### src/pcs_pkg.sv
// Shared types and constants for the PID controller step unit.
// Depends on nothing; every module of the unit imports it.
package pcs_pkg;

	localparam int unsigned SumWidthDef = 48;
	localparam int unsigned DataW       = 32;
	localparam int unsigned ErrW        = 33;
	localparam int unsigned DiffW       = 34;
	localparam int unsigned FracW       = 16;
	localparam int unsigned CfgIdxW     = 2;

	typedef enum logic {
		OP_STEP  = 1'b0,
		OP_CLEAR = 1'b1
	} op_t;

	typedef enum logic [CfgIdxW-1:0] {
		REG_PROP_GAIN  = 2'd0,
		REG_INT_EN     = 2'd1,
		REG_INT_RECIP  = 2'd2,
		REG_DERIV_GAIN = 2'd3
	} cfg_reg_t;

	typedef struct packed {
		op_t                     op;
		logic signed [DataW-1:0] setpoint;
		logic signed [DataW-1:0] measured;
	} item_t;

	typedef struct packed {
		logic signed [DataW-1:0] control;
		logic signed [DataW-1:0] prop_part;
		logic signed [DataW-1:0] integral_part;
		logic signed [DataW-1:0] deriv_part;
		logic                    saturated;
	} result_t;

	typedef struct packed {
		logic signed [DataW-1:0] prop_gain;
		logic                    int_en;
		logic signed [DataW-1:0] int_recip;
		logic signed [DataW-1:0] deriv_gain;
	} cfg_t;

	typedef struct packed {
		logic clr;
		logic int_en;
		logic sat;
	} step_ctl_t;

endpackage

### src/pcs_front.sv
// Error, error difference and saturating error sum; holds prev error and the sum.
// Depends on pcs_pkg.
module pcs_front import pcs_pkg::*; #(
	parameter int unsigned SUM_WIDTH = SumWidthDef
) (
	input  logic                        clk,
	input  logic                        arst_n,
	input  logic                        adv,
	input  logic                        valid_s1,
	input  item_t                       item_s1,
	input  logic                        int_en,
	output logic                        valid_s2,
	output step_ctl_t                   ctl_s2,
	output logic signed [ErrW-1:0]      err_s2,
	output logic signed [DiffW-1:0]     diff_s2,
	output logic signed [SUM_WIDTH-1:0] sum_s2
);

	logic signed [SUM_WIDTH-1:0] error_sum_q;
	logic signed [ErrW-1:0]      prev_error_q;
	logic [ErrW-1:0]             err;
	logic [DiffW-1:0]            diff;
	logic [SUM_WIDTH:0]          sum_ext;
	logic                        ovf;
	logic [SUM_WIDTH-1:0]        sum_next;
	logic                        is_clr;

	assign is_clr = (item_s1.op == OP_CLEAR);
	assign err    = {item_s1.setpoint[DataW-1], item_s1.setpoint}
	              - {item_s1.measured[DataW-1], item_s1.measured};
	assign diff   = {err[ErrW-1], err} - {prev_error_q[ErrW-1], prev_error_q};
	assign sum_ext = {error_sum_q[SUM_WIDTH-1], error_sum_q}
	               + {{(SUM_WIDTH+1-ErrW){err[ErrW-1]}}, err};
	assign ovf     = sum_ext[SUM_WIDTH] ^ sum_ext[SUM_WIDTH-1];

	always_comb begin
		if (!ovf) begin
			sum_next = sum_ext[SUM_WIDTH-1:0];
		end else if (sum_ext[SUM_WIDTH]) begin
			sum_next = {1'b1, {(SUM_WIDTH-1){1'b0}}};
		end else begin
			sum_next = {1'b0, {(SUM_WIDTH-1){1'b1}}};
		end
	end

	always_ff @(posedge clk or negedge arst_n) begin
		if (!arst_n) begin
			error_sum_q  <= '0;
			prev_error_q <= '0;
		end else if (adv && valid_s1) begin
			if (is_clr) begin
				error_sum_q  <= '0;
				prev_error_q <= '0;
			end else begin
				prev_error_q <= err;
				if (int_en) begin
					error_sum_q <= sum_next;
				end
			end
		end
	end

	always_ff @(posedge clk or negedge arst_n) begin
		if (!arst_n) begin
			valid_s2 <= 1'b0;
		end else if (adv) begin
			valid_s2 <= valid_s1;
		end
	end

	always_ff @(posedge clk) begin
		if (adv) begin
			ctl_s2.clr    <= is_clr;
			ctl_s2.int_en <= int_en;
			ctl_s2.sat    <= int_en & ovf & ~is_clr;
			err_s2        <= err;
			diff_s2       <= diff;
		end
	end

	// the sum register always matches the item held in the second stage
	assign sum_s2 = error_sum_q;

	a_clear_zeroes_state: assert property (@(posedge clk) disable iff (!arst_n)
		adv && valid_s1 && is_clr |=> error_sum_q == '0 && prev_error_q == '0)
		else $error("clear item left state nonzero");

	a_disabled_holds_sum: assert property (@(posedge clk) disable iff (!arst_n)
		adv && valid_s1 && !int_en && !is_clr |=> $stable(error_sum_q))
		else $error("error sum moved while integral disabled");

endmodule

### config.mk
export PLATFORM = sky130hd
export DESIGN_NAME = pcs_front
export DESIGN_NICKNAME = d
export VERILOG_FILES = /design/src/pcs_pkg.sv /design/src/pcs_front.sv
export SDC_FILE = /design/constraint.sdc
export NUM_CORES = 1
export LEC_CHECK = 0
export BUFFER_PORTS_ARGS = -buffer_cell sky130_fd_sc_hd__buf_2
export CORE_MARGIN = 2
export CORE_UTILIZATION = 59
export CTS_BUF_LIST = sky130_fd_sc_hd__clkbuf_4 sky130_fd_sc_hd__clkbuf_8
export CTS_CLUSTER_DIAMETER = 100
export DETAILED_ROUTE_END_ITERATION = 8
export MAX_ROUTING_LAYER = met4
export PLACE_DENSITY = 0.86
export SLEW_MARGIN = 20
export SYNTH_ARGS = -nofsm -noshare
export SYNTH_HDL_FRONTEND = slang
export SYNTH_SLANG_ARGS = --single-unit
### constraint.sdc
create_clock -name clk -period 3.6 [get_ports clk]
set_input_delay 1.08 -clock clk [delete_from_list [all_inputs] [get_ports clk]]
set_output_delay 1.08 -clock clk [all_outputs]
set_load 0.1 [all_outputs]
==> results of run 1 <==
[cells by family after synthesis]
kind of cell | synth area share [%]
adder cells (fa/ha/maj) | 13.4
AND/OR/NAND/NOR | 13.5
flip-flops | 36.7
buffers and inverters | 4.60
multiplexers | 0.0885
AO/OA/AOI/OAI | 24.4
XOR/XNOR | 7.27
[cell usage after synthesis, drive strengths merged, types with 11 or more instances]
| cell type | instances | share of area, % |
|---|---|---|
| nand2 | 131 | 4.3 |
| ha | 116 | 13 |
| a21oi | 102 | 4.5 |
| o21ai | 95 | 4.3 |
| inv | 93 | 3.1 |
| dfrtp | 82 | 18 |
| nor2 | 71 | 2.4 |
| edfxtp | 70 | 19 |
| o211ai | 53 | 4.7 |
| xnor2 | 51 | 4.0 |
| a21o | 47 | 3.1 |
| xor2 | 42 | 3.3 |
| nand3 | 24 | 1.1 |
| clkbuf | 22 | 0.73 |
| o21a | 20 | 1.3 |
| nand2b | 18 | 1.0 |
| nor2b | 16 | 0.88 |
| nor3 | 14 | 0.62 |
| a31oi | 12 | 0.66 |
| and3 | 12 | 0.66 |
| a211oi | 11 | 0.73 |
[layer usage]
layer	track usage [%]	overflow
met1	79.8	3
met2	96.6	94
met3	62.5	2
met4	86.0	68
met5	-	-
[timing repair]
action	4_1_cts
pin swaps	95
setup endpoints to repair	76
gates cloned	5
buffers inserted	64
gates resized for setup	119
[stage by stage]
step | util (%) | setup WS [ns] | TNS [ns]
CTS | 89.8 | -1.89 | -112.54
detailed placement | 82.6 | -2.51 | -161.24
global placement | 82.6 | -2.32 | -148.28
floorplan | - | -1.85 | -105.25
==> impl_results.html, run 1 <==
<table>
<tr><th>Metric</th><th>Value</th></tr>
<tr><th colspan="2">Clocking</th></tr>
<tr><td>CTS sink cnt</td><td>152</td></tr>
<tr><td>TritonCTS buffer count</td><td>17</td></tr>
<tr><td>Hold buffer count at CTS</td><td>0</td></tr>
<tr><td>H-Tree Level Count</td><td>4</td></tr>
<tr><td>Number of buffers on the longest clock path</td><td>2</td></tr>
<tr><td>Root cell of the clock tree</td><td>sky130_fd_sc_hd__clkbuf_8</td></tr>
<tr><th colspan="2">GRT</th></tr>
<tr><td>Combined global-route utilization of all metal layers</td><td>81.8%</td></tr>
<tr><td>GRT Residual Overflow</td><td>167</td></tr>
<tr><td>Largest net degree at the start of global routing</td><td>45</td></tr>
<tr><th colspan="2">Synth</th></tr>
<tr><td>Register bit count reported by yosys</td><td>152</td></tr>
<tr><td>Net count after synthesis</td><td>1,411</td></tr>
<tr><td>Post-synthesis cell type count</td><td>75</td></tr>
<tr><td>Flip-flop cell with the highest count after synthesis</td><td>sky130_fd_sc_hd__dfrtp_1</td></tr>
<tr><td>Average cell area after synthesis</td><td>9.26 sq um</td></tr>
<tr><td>Post-synthesis cell area</td><td>0.0113 sq mm</td></tr>
<tr><td>Proportion of synthesized flip-flops having asynchronous set or reset</td><td>53.9%</td></tr>
<tr><td>Post-Synthesis Cells</td><td>1,222</td></tr>
<tr><td>Synthesis warning total</td><td>0</td></tr>
<tr><td>Number of enable flip-flop cells after synthesis</td><td>70</td></tr>
<tr><td>Sequential cell area fraction in the yosys report</td><td>36.7%</td></tr>
<tr><th colspan="2">Placed design</th></tr>
<tr><td>Dpl hpwl</td><td>28.8 mm</td></tr>
<tr><td>Global placement routability congestion</td><td>0.990</td></tr>
<tr><td>Cell count after placement</td><td>1,967</td></tr>
<tr><td>Total of buffers placed on input and output ports</td><td>188</td></tr>
<tr><td>Area after detailed placement</td><td>0.0155 sq mm</td></tr>
<tr><th colspan="2">Timing</th></tr>
<tr><td>Worst endpoint type</td><td>register data pin</td></tr>
<tr><td>Grt repair worst endpoint</td><td>sum_s2[9]$_DFFE_PN0P_/D</td></tr>
<tr><th colspan="2">Run status</th></tr>
<tr><td>Stop stage</td><td>global routing (5_1_grt)</td></tr>
<tr><td>Status</td><td>stopped before the end</td></tr>
<tr><td>Tool error</td><td>[ERROR GRT-0232] Routing congestion too high. Check the congestion heatmap in the GUI.</td></tr>
<tr><th colspan="2">Die</th></tr>
<tr><td>Starting Density</td><td>60.3%</td></tr>
<tr><td>Num ports</td><td>189</td></tr>
<tr><td>Floorplan die height</td><td>142 um</td></tr>
<tr><td>Num rows</td><td>50</td></tr>
<tr><td>Width of the die</td><td>142 um</td></tr>
</table>
==> run 2, diff against run 1 <==
--- a/config.mk
+++ b/config.mk
@@ -7,12 +7,9 @@
 export LEC_CHECK = 0
 export BUFFER_PORTS_ARGS = -buffer_cell sky130_fd_sc_hd__buf_2
 export CORE_MARGIN = 2
-export CORE_UTILIZATION = 59
-export CTS_BUF_LIST = sky130_fd_sc_hd__clkbuf_4 sky130_fd_sc_hd__clkbuf_8
-export CTS_CLUSTER_DIAMETER = 100
+export CORE_UTILIZATION = 40
 export DETAILED_ROUTE_END_ITERATION = 8
-export MAX_ROUTING_LAYER = met4
-export PLACE_DENSITY = 0.86
+export PLACE_DENSITY_LB_ADDON = 0.15
 export SLEW_MARGIN = 20
 export SYNTH_ARGS = -nofsm -noshare
 export SYNTH_HDL_FRONTEND = slang
==> run 2 against run 1 <==
Net effect: the flow now finishes, with violations (negative setup slack); synthesized area unchanged; synthesized cell count did not move.
==> impl_results.html, run 2 <==
<table>
<tr><th>Metric</th><th>Value</th></tr>
<tr><th colspan="2">Finish</th></tr>
<tr><td>Fin nets</td><td>2,005</td></tr>
<tr><td>Leading cell types in the layout, fill and taps excluded</td><td>380 x sky130_fd_sc_hd__buf_4, 183 x sky130_fd_sc_hd__buf_2, 125 x sky130_fd_sc_hd__nand2_1</td></tr>
<tr><td>Most frequent standard cell in the layout excluding fill and tap cells</td><td>sky130_fd_sc_hd__buf_4</td></tr>
<tr><td>Synth-to-layout area growth</td><td>58.1%</td></tr>
<tr><td>Fin area</td><td>0.0179 sq mm</td></tr>
<tr><td>Largest register FFs</td><td>48</td></tr>
<tr><td>Diode count</td><td>0</td></tr>
<tr><td>Share of layout cells above drive strength 1</td><td>46.5%</td></tr>
<tr><th colspan="2">Routing</th></tr>
<tr><td>Wirelength per Cell</td><td>16.9 um</td></tr>
<tr><td>Via count normalized by instance count</td><td>5.18</td></tr>
<tr><td>Number of DRC markers after the initial detailed-route iteration</td><td>654</td></tr>
<tr><td>First-pass detailed-route iteration total</td><td>7</td></tr>
<tr><td>Antenna violation net count after detailed routing</td><td>0</td></tr>
<tr><td>Total via count after detailed routing</td><td>11,400</td></tr>
<tr><td>DRC violation count after routing</td><td>0</td></tr>
<tr><td>Routed wire length</td><td>37.4 mm</td></tr>
<tr><th colspan="2">Synth</th></tr>
<tr><td>Most frequent cells after synthesis</td><td>131 x sky130_fd_sc_hd__nand2_1, 116 x sky130_fd_sc_hd__ha_1, 102 x sky130_fd_sc_hd__a21oi_1, 93 x sky130_fd_sc_hd__inv_1, 90 x sky130_fd_sc_hd__o21ai_0</td></tr>
<tr><td>Average cell area after synthesis</td><td>9.26 sq um</td></tr>
<tr><td>Number of enable flip-flop cells after synthesis</td><td>70</td></tr>
<tr><td>Flip-flop cell with the highest count after synthesis</td><td>sky130_fd_sc_hd__dfrtp_1</td></tr>
<tr><td>Leading post-synthesis cells by cell area</td><td>sky130_fd_sc_hd__edfxtp_1 19%, sky130_fd_sc_hd__dfrtp_1 18%, sky130_fd_sc_hd__ha_1 13%</td></tr>
<tr><td>Top cell type's share of synthesized area</td><td>18.6%</td></tr>
<tr><td>Most frequent cell after synthesis</td><td>sky130_fd_sc_hd__nand2_1</td></tr>
<tr><td>Synthesis warning total</td><td>0</td></tr>
<tr><td>Post-Synthesis Cells</td><td>1,222</td></tr>
<tr><td>Net count after synthesis</td><td>1,411</td></tr>
<tr><td>Sequential cell area fraction in the yosys report</td><td>36.7%</td></tr>
<tr><td>Post-synthesis cell type count</td><td>75</td></tr>
<tr><td>Post-synth top area cell</td><td>sky130_fd_sc_hd__edfxtp_1</td></tr>
<tr><td>Proportion of synthesized flip-flops having asynchronous set or reset</td><td>53.9%</td></tr>
<tr><td>Post-synthesis cell area</td><td>0.0113 sq mm</td></tr>
<tr><td>Register bit count reported by yosys</td><td>152</td></tr>
<tr><th colspan="2">Pwr</th></tr>
<tr><td>Power density cells</td><td>852 mW/mm^2</td></tr>
<tr><td>Total power after layout</td><td>15,200 uW</td></tr>
<tr><td>Leakage power</td><td>0.00862 uW</td></tr>
<tr><td>VDD IR-drop max</td><td>709 uV</td></tr>
<tr><th colspan="2">Clocking</th></tr>
<tr><td>Clock-pin transition on the worst setup and hold timing paths</td><td>0.07 ns</td></tr>
<tr><td>H-Tree Level Count</td><td>4</td></tr>
<tr><td>Number of buffers on the longest clock path</td><td>2</td></tr>
<tr><td>CTS sink cnt</td><td>152</td></tr>
<tr><td>TritonCTS buffer count</td><td>17</td></tr>
<tr><td>Hold buffer count at CTS</td><td>0</td></tr>
<tr><td>Clock latency reported for the late side of the worst-skew pair</td><td>0.45 ns</td></tr>
<tr><td>Root cell of the clock tree</td><td>sky130_fd_sc_hd__clkbuf_16</td></tr>
<tr><td>CTS tree</td><td>done</td></tr>
<tr><th colspan="2">Placed design</th></tr>
<tr><td>Global placement routability congestion</td><td>0.933</td></tr>
<tr><td>Area after detailed placement</td><td>0.0158 sq mm</td></tr>
<tr><td>Total of buffers placed on input and output ports</td><td>188</td></tr>
<tr><td>Dpl hpwl</td><td>27.3 mm</td></tr>
<tr><th colspan="2">Die</th></tr>
<tr><td>Width of the die</td><td>172 um</td></tr>
<tr><td>Core area</td><td>0.0278 sq mm</td></tr>
<tr><td>Num rows</td><td>61</td></tr>
<tr><td>Die Footprint</td><td>0.0296 sq mm</td></tr>
<tr><td>Starting Density</td><td>40.7%</td></tr>
<tr><td>Floorplan die height</td><td>172 um</td></tr>
<tr><td>Num ports</td><td>189</td></tr>
<tr><th colspan="2">Worst setup path</th></tr>
<tr><td>Worst Path Class, Setup</td><td>input pin to flip-flop</td></tr>
<tr><td>Critical-path maximum fanout</td><td>8</td></tr>
<tr><td>Startpoint kind of the worst setup timing path</td><td>input pin</td></tr>
<tr><td>Critical path capture point type</td><td>flip-flop</td></tr>
<tr><td>CP arrival</td><td>5.69 ns</td></tr>
<tr><td>Required time worst endpoint</td><td>3.92 ns</td></tr>
<tr><th colspan="2">Run status</th></tr>
<tr><td>Violations in the final reports</td><td>negative setup slack</td></tr>
<tr><td>Status</td><td>finished, violations left</td></tr>
<tr><th colspan="2">Timing</th></tr>
<tr><td>Slew Viols, Final</td><td>0</td></tr>
<tr><td>Hold violation total from the final report</td><td>0</td></tr>
<tr><td>Tightest slew margin relative to the limit</td><td>33.1%</td></tr>
<tr><td>Final setup slack of the worst path</td><td>-1.76 ns</td></tr>
<tr><td>Post-route worst hold slack</td><td>0.489 ns</td></tr>
<tr><td>RSZ-0062 raised after global routing</td><td>true</td></tr>
<tr><td>Maximum clock rate</td><td>0.186 GHz</td></tr>
<tr><td>Endpoints failing setup</td><td>76</td></tr>
<tr><td>Final critical path time including I/O delays and setup</td><td>5.36 ns</td></tr>
<tr><td>Worst Max-Slew Pin Slew</td><td>1.00 ns</td></tr>
<tr><td>Skew final</td><td>0.0134 ns</td></tr>
<tr><td>Final worst-path cycle share</td><td>149%</td></tr>
<tr><th colspan="2">GRT</th></tr>
<tr><td>Global-route wire length before repair</td><td>57.9 mm</td></tr>
<tr><td>Largest net degree at the start of global routing</td><td>72</td></tr>
<tr><td>Initial antenna violation count</td><td>0</td></tr>
<tr><td>Combined global-route utilization of all metal layers</td><td>25.1%</td></tr>
<tr><td>Vias in the first global route</td><td>11,300</td></tr>
<tr><td>GRT Residual Overflow</td><td>0</td></tr>
<tr><th colspan="2">Worst hold path</th></tr>
<tr><td>Class of the worst hold path</td><td>flip-flop to flip-flop</td></tr>
<tr><th colspan="2">Flow run</th></tr>
<tr><td>Max-capacitance violation count</td><td>0</td></tr>
</table>
-- run 2: final timing paths --
kind                                   from  slack (ns)  depth (start not counted)                to
max in group asynchronous            arst_n        2.38                          2  prev_error_q[26]
hold / removal             prev_error_q[30]        0.49                          2  prev_error_q[30]
setup reg to reg                  sum_s2[0]        0.29                         14        sum_s2[30]
min in group asynchronous            arst_n        0.57                          1        sum_s2[37]
setup / recovery                 item_s1[1]       -1.76                         25        sum_s2[25]
hold reg to reg            prev_error_q[30]        0.49                          2  prev_error_q[30]
-- run 2: kinds of logic after synthesis --
group / Yosys count / synth area share [%]
compound gates: 403 / 24.4
simple gates: 329 / 13.5
flops: 152 / 36.7
buf+inv: 125 / 4.60
fa+ha+maj: 119 / 13.4
xor+xnor: 93 / 7.27
mux: 1 / 0.0885
-- run 2: per-stage QoR --
step	std cells	worst slack, ns	utilization [%]	TNS, ns
after floorplan	1222	-1.85	-	-105.25
after global placement	2124	-2.50	56.7	-161.25
final	2207	-1.76	64.4	-108.44
after detailed placement	2124	-2.54	56.7	-164.71
after global routing	2207	-1.97	64.4	-121.67
after CTS	2189	-1.74	62.3	-102.37
-- run 2: repair_timing --
item	4_1_cts	5_1_grt
pin swaps	71	57
resized for setup	125	77
gates cloned	4	2
setup buffers	35	18
endpoints found under the setup margin	79	77
-- run 2: worst max-delay path, cell delays in order --
cell                        delay (ns)
sky130_fd_sc_hd__buf_8            0.10
sky130_fd_sc_hd__inv_4            0.05
sky130_fd_sc_hd__ha_4             0.18
sky130_fd_sc_hd__nor2b_4          0.12
sky130_fd_sc_hd__o31a_1           0.26
sky130_fd_sc_hd__a211o_1          0.35
sky130_fd_sc_hd__o21ai_2          0.20
sky130_fd_sc_hd__a311oi_2         0.15
sky130_fd_sc_hd__o21bai_1         0.24
sky130_fd_sc_hd__nand2_2          0.19
sky130_fd_sc_hd__a311oi_4         0.29
sky130_fd_sc_hd__xnor2_2          0.13
sky130_fd_sc_hd__ha_1             0.36
sky130_fd_sc_hd__a21oi_2          0.23
sky130_fd_sc_hd__o21ai_4          0.11
sky130_fd_sc_hd__a21o_1           0.20
sky130_fd_sc_hd__o41ai_4          0.06
sky130_fd_sc_hd__a21o_1           0.15
sky130_fd_sc_hd__o21ai_2          0.07
sky130_fd_sc_hd__a221o_1          0.33
sky130_fd_sc_hd__o21a_1           0.22
sky130_fd_sc_hd__o21ai_4          0.23
sky130_fd_sc_hd__buf_6            0.14
sky130_fd_sc_hd__clkbuf_16        0.15
sky130_fd_sc_hd__o211ai_1         0.10
-- run 2: area by class of cell --
cell class / count / area (sq um)
clock buffers: 18 / 429
clock inverters: 14 / 123
fillers: 2351 / 9900
inverters: 93 / 364
multi-input cells: 945 / 7910
flip-flops and latches: 152 / 4150
well taps: 378 / 473
repair buffers: 607 / 4430
-- run 2: layer usage --
metal	global-route usage, %	vias up	share of wire, %
met1	32.8	5470	44
met4	8.11	0	3.2
met3	4.28	68	4.0
met5	0	-	0
met2	42.5	255	48
li1	-	5629	-
-- run 2: report_power, final --
group / leakage [uW] / total, uW / internal [uW] / switching (uW)
combinational: 0.00659 / 10800 / 4050 / 6750
sequential: 0.00177 / 2670 / 2410 / 265
clock: 0.000263 / 1760 / 954 / 810
total: 0.00862 / 15200 / 7420 / 7820
(Power assumes the default switching activity.)
==> run 3, diff against run 2 <==
--- a/config.mk
+++ b/config.mk
@@ -6,11 +6,10 @@
 export NUM_CORES = 1
 export LEC_CHECK = 0
 export BUFFER_PORTS_ARGS = -buffer_cell sky130_fd_sc_hd__buf_2
-export CORE_MARGIN = 2
 export CORE_UTILIZATION = 40
 export DETAILED_ROUTE_END_ITERATION = 8
 export PLACE_DENSITY_LB_ADDON = 0.15
-export SLEW_MARGIN = 20
+export SLEW_MARGIN = 40
 export SYNTH_ARGS = -nofsm -noshare
 export SYNTH_HDL_FRONTEND = slang
 export SYNTH_SLANG_ARGS = --single-unit
==> run 3 against run 2 <==
Net effect: the run still ends with negative setup slack left; fmax down 3.0%; critical path depth up 2; first-iteration DRC count grew 1.8%; clock-buffer cell count is 2 higher; cell area increased by 0.48%; routed wire length is 0.35% lower; global-route usage up 0.20 points.
==> impl_results.html, run 3 (synthesized netlist as in run 2, its figures left out) <==
<table>
<tr><th>Metric</th><th>Value</th></tr>
<tr><th colspan="2">Routing</th></tr>
<tr><td>Metal2 WL</td><td>17.9 mm</td></tr>
<tr><td>Metal1 wirelength</td><td>16.6 mm</td></tr>
<tr><td>First-pass detailed-route iteration total</td><td>5</td></tr>
<tr><td>Via count normalized by instance count</td><td>5.17</td></tr>
<tr><td>Wirelength per Cell</td><td>16.8 um</td></tr>
<tr><td>Number of DRC markers after the initial detailed-route iteration</td><td>666</td></tr>
<tr><td>Highest routed layer</td><td>met4</td></tr>
<tr><td>Total via count after detailed routing</td><td>11,500</td></tr>
<tr><td>Routed wire length</td><td>37.2 mm</td></tr>
<tr><td>DRC violation count after routing</td><td>0</td></tr>
<tr><td>Antenna violation net count after detailed routing</td><td>0</td></tr>
<tr><td>Routed met3 length</td><td>1.65 mm</td></tr>
<tr><th colspan="2">Pwr</th></tr>
<tr><td>Switching part of the total</td><td>50.8%</td></tr>
<tr><td>Internal power</td><td>7520 uW</td></tr>
<tr><td>VDD IR-drop max</td><td>651 uV</td></tr>
<tr><td>Sequential cell fraction of total power</td><td>17.5%</td></tr>
<tr><td>Power density cells</td><td>850 mW/mm^2</td></tr>
<tr><td>Leakage power</td><td>0.00871 uW</td></tr>
<tr><td>Proportion of power drawn by the clock network</td><td>11.7%</td></tr>
<tr><td>Fraction of power consumed by combinational cells</td><td>70.8%</td></tr>
<tr><td>Net switching power</td><td>7760 uW</td></tr>
<tr><th colspan="2">Placed design</th></tr>
<tr><td>Total of buffers placed on input and output ports</td><td>188</td></tr>
<tr><td>Worst slack at placement</td><td>-2.53 ns</td></tr>
<tr><td>Dpl hpwl</td><td>26.9 mm</td></tr>
<tr><td>Global placement routability congestion</td><td>0.913</td></tr>
<tr><th colspan="2">Die</th></tr>
<tr><td>Width of the die</td><td>170 um</td></tr>
<tr><td>Num rows</td><td>61</td></tr>
<tr><td>Starting Density</td><td>40.7%</td></tr>
<tr><td>Num ports</td><td>189</td></tr>
<tr><td>Die Footprint</td><td>0.0290 sq mm</td></tr>
<tr><td>Floorplan die height</td><td>170 um</td></tr>
<tr><td>Core area</td><td>0.0278 sq mm</td></tr>
<tr><th colspan="2">Timing</th></tr>
<tr><td>Slew Viols, Final</td><td>0</td></tr>
<tr><td>Final critical path time including I/O delays and setup</td><td>5.53 ns</td></tr>
<tr><td>Endpoints failing setup</td><td>80</td></tr>
<tr><td>Final setup slack of the worst path</td><td>-1.93 ns</td></tr>
<tr><td>Post-route worst hold slack</td><td>0.482 ns</td></tr>
<tr><td>RSZ-0062 raised after global routing</td><td>true</td></tr>
<tr><td>Tightest slew margin relative to the limit</td><td>45.8%</td></tr>
<tr><td>Hold violation total from the final report</td><td>0</td></tr>
<tr><td>Skew final</td><td>0.0183 ns</td></tr>
<tr><td>Worst Max-Slew Pin Slew</td><td>0.792 ns</td></tr>
<tr><td>Maximum clock rate</td><td>0.181 GHz</td></tr>
<tr><td>Final worst-path cycle share</td><td>154%</td></tr>
<tr><th colspan="2">GRT</th></tr>
<tr><td>Initial antenna violation count</td><td>0</td></tr>
<tr><td>GRT Residual Overflow</td><td>0</td></tr>
<tr><td>Combined global-route utilization of all metal layers</td><td>25.3%</td></tr>
<tr><td>Global-route wire length before repair</td><td>57.0 mm</td></tr>
<tr><td>Largest net degree at the start of global routing</td><td>83</td></tr>
<tr><td>Vias in the first global route</td><td>11,100</td></tr>
<tr><th colspan="2">Worst setup path</th></tr>
<tr><td>CP most frequent cell</td><td>sky130_fd_sc_hd__buf_6</td></tr>
<tr><td>Worst Path Class, Setup</td><td>input pin to flip-flop</td></tr>
<tr><td>Startpoint kind of the worst setup timing path</td><td>input pin</td></tr>
<tr><td>Reg2Reg Setup Slack</td><td>0.29 ns</td></tr>
<tr><td>Crit-path max cell delay</td><td>0.37 ns</td></tr>
<tr><td>Standard cell with the maximum stage delay on the critical path</td><td>sky130_fd_sc_hd__a221o_1</td></tr>
<tr><td>Critical-path maximum fanout</td><td>7</td></tr>
<tr><td>CP arrival</td><td>5.83 ns</td></tr>
<tr><td>Required time worst endpoint</td><td>3.90 ns</td></tr>
<tr><td>Critical path capture point type</td><td>flip-flop</td></tr>
<tr><td>Number of cells traversed by the worst register-to-register path</td><td>13</td></tr>
<tr><th colspan="2">Clocking</th></tr>
<tr><td>Number of buffers on the longest clock path</td><td>2</td></tr>
<tr><td>H-Tree Level Count</td><td>4</td></tr>
<tr><td>Clock-pin transition on the worst setup and hold timing paths</td><td>0.06 ns</td></tr>
<tr><td>Hold buffer count at CTS</td><td>0</td></tr>
<tr><td>Root cell of the clock tree</td><td>sky130_fd_sc_hd__clkbuf_16</td></tr>
<tr><td>CTS tree</td><td>done</td></tr>
<tr><td>CTS sink cnt</td><td>152</td></tr>
<tr><td>TritonCTS buffer count</td><td>17</td></tr>
<tr><td>Clock latency reported for the late side of the worst-skew pair</td><td>0.44 ns</td></tr>
<tr><th colspan="2">Finish</th></tr>
<tr><td>Most frequent standard cell in the layout excluding fill and tap cells</td><td>sky130_fd_sc_hd__buf_4</td></tr>
<tr><td>Synth-to-layout area growth</td><td>58.8%</td></tr>
<tr><td>Diode count</td><td>0</td></tr>
<tr><td>Share of layout cells above drive strength 1</td><td>46.5%</td></tr>
<tr><td>Leading cell types in the layout, fill and taps excluded</td><td>391 x sky130_fd_sc_hd__buf_4, 180 x sky130_fd_sc_hd__buf_2, 122 x sky130_fd_sc_hd__nand2_1</td></tr>
<tr><td>Fin nets</td><td>2,016</td></tr>
<tr><td>Largest register FFs</td><td>48</td></tr>
<tr><th colspan="2">Run status</th></tr>
<tr><td>Violations in the final reports</td><td>negative setup slack</td></tr>
<tr><td>Status</td><td>finished, violations left</td></tr>
<tr><th colspan="2">Worst hold path</th></tr>
<tr><td>Hold path cells</td><td>2</td></tr>
<tr><td>Class of the worst hold path</td><td>flip-flop to flip-flop</td></tr>
<tr><th colspan="2">Flow run</th></tr>
<tr><td>Max-capacitance violation count</td><td>0</td></tr>
</table>
## run 3: cell types whose count changed in the layout (fill, tap and decap cells not counted), moves of 4 or more
cell,change
sky130_fd_sc_hd__o21ai_1,+6
sky130_fd_sc_hd__o21ai_0,-4
sky130_fd_sc_hd__buf_4,+11
sky130_fd_sc_hd__a21oi_2,+4
sky130_fd_sc_hd__a21oi_4,-4
## run 3: timing repair
action                     CTS  global route
setup endpoints to repair   79            80
gates cloned                 5             4
resized for setup          105            83
pin swaps                   75            62
buffers inserted            37            23
## run 3: area by class of cell
cell class | instances | area (sq um)
inverters | 93 | 369
well taps | 378 | 473
flip-flops and latches | 152 | 4150
repair buffers | 618 | 4590
clock buffers | 20 | 437
multi-input cells | 945 | 7820
fillers | 2327 | 9810
clock inverters | 12 | 125
## run 3: power by group through the flow
stage | Clock (uW) | Sequential [uW] | Combinational, uW
detailed placement | 0 | 2700 | 9720
finish | 1790 | 2680 | 10800
global placement | 0 | 2690 | 9640
global route | 1880 | 2730 | 11500
CTS | 1810 | 2680 | 10300
floorplan | 0 | 5720 | 3670
## run 3: worst max-delay path, delay by kind of cell
family | cells | cell delay (ns)
buffers and inverters | 7 | 0.81
AO/OA/AOI/OAI | 15 | 3.04
AND/OR/NAND/NOR | 2 | 0.21
adder cells (fa/ha/maj) | 2 | 0.46
XOR/XNOR | 1 | 0.20
## run 3: per-layer routing
metal	vias to the layer above	global-route usage [%]
li1	5658	-
met1	5466	32.9
met2	275	43.1
met3	66	3.47
met4	0	8.70
met5	-	0
## run 3: path summary, 6_finish.rpt
check,to,start
worst max-delay path,sum_s2[25],item_s1[2]
worst min-delay path,prev_error_q[32],prev_error_q[32]
worst max register to register,sum_s2[25],sum_s2[5]
worst min register to register,prev_error_q[32],prev_error_q[32]
max in group asynchronous,prev_error_q[6],arst_n
min in group asynchronous,sum_s2[32],arst_n
## run 3: stage by stage
step	TNS (ns)	std cells	area, sq um	utilization, %	power [uW]
final	-120.31	2218	18000	64.7	15300
after global routing	-133.69	2218	18000	64.7	16100
after CTS	-108.70	2192	17300	62.2	14800
after detailed placement	-162.85	2122	15800	56.7	12400
after global placement	-162.44	2122	15800	56.7	12300
after floorplan	-105.25	1222	11700	-	9390
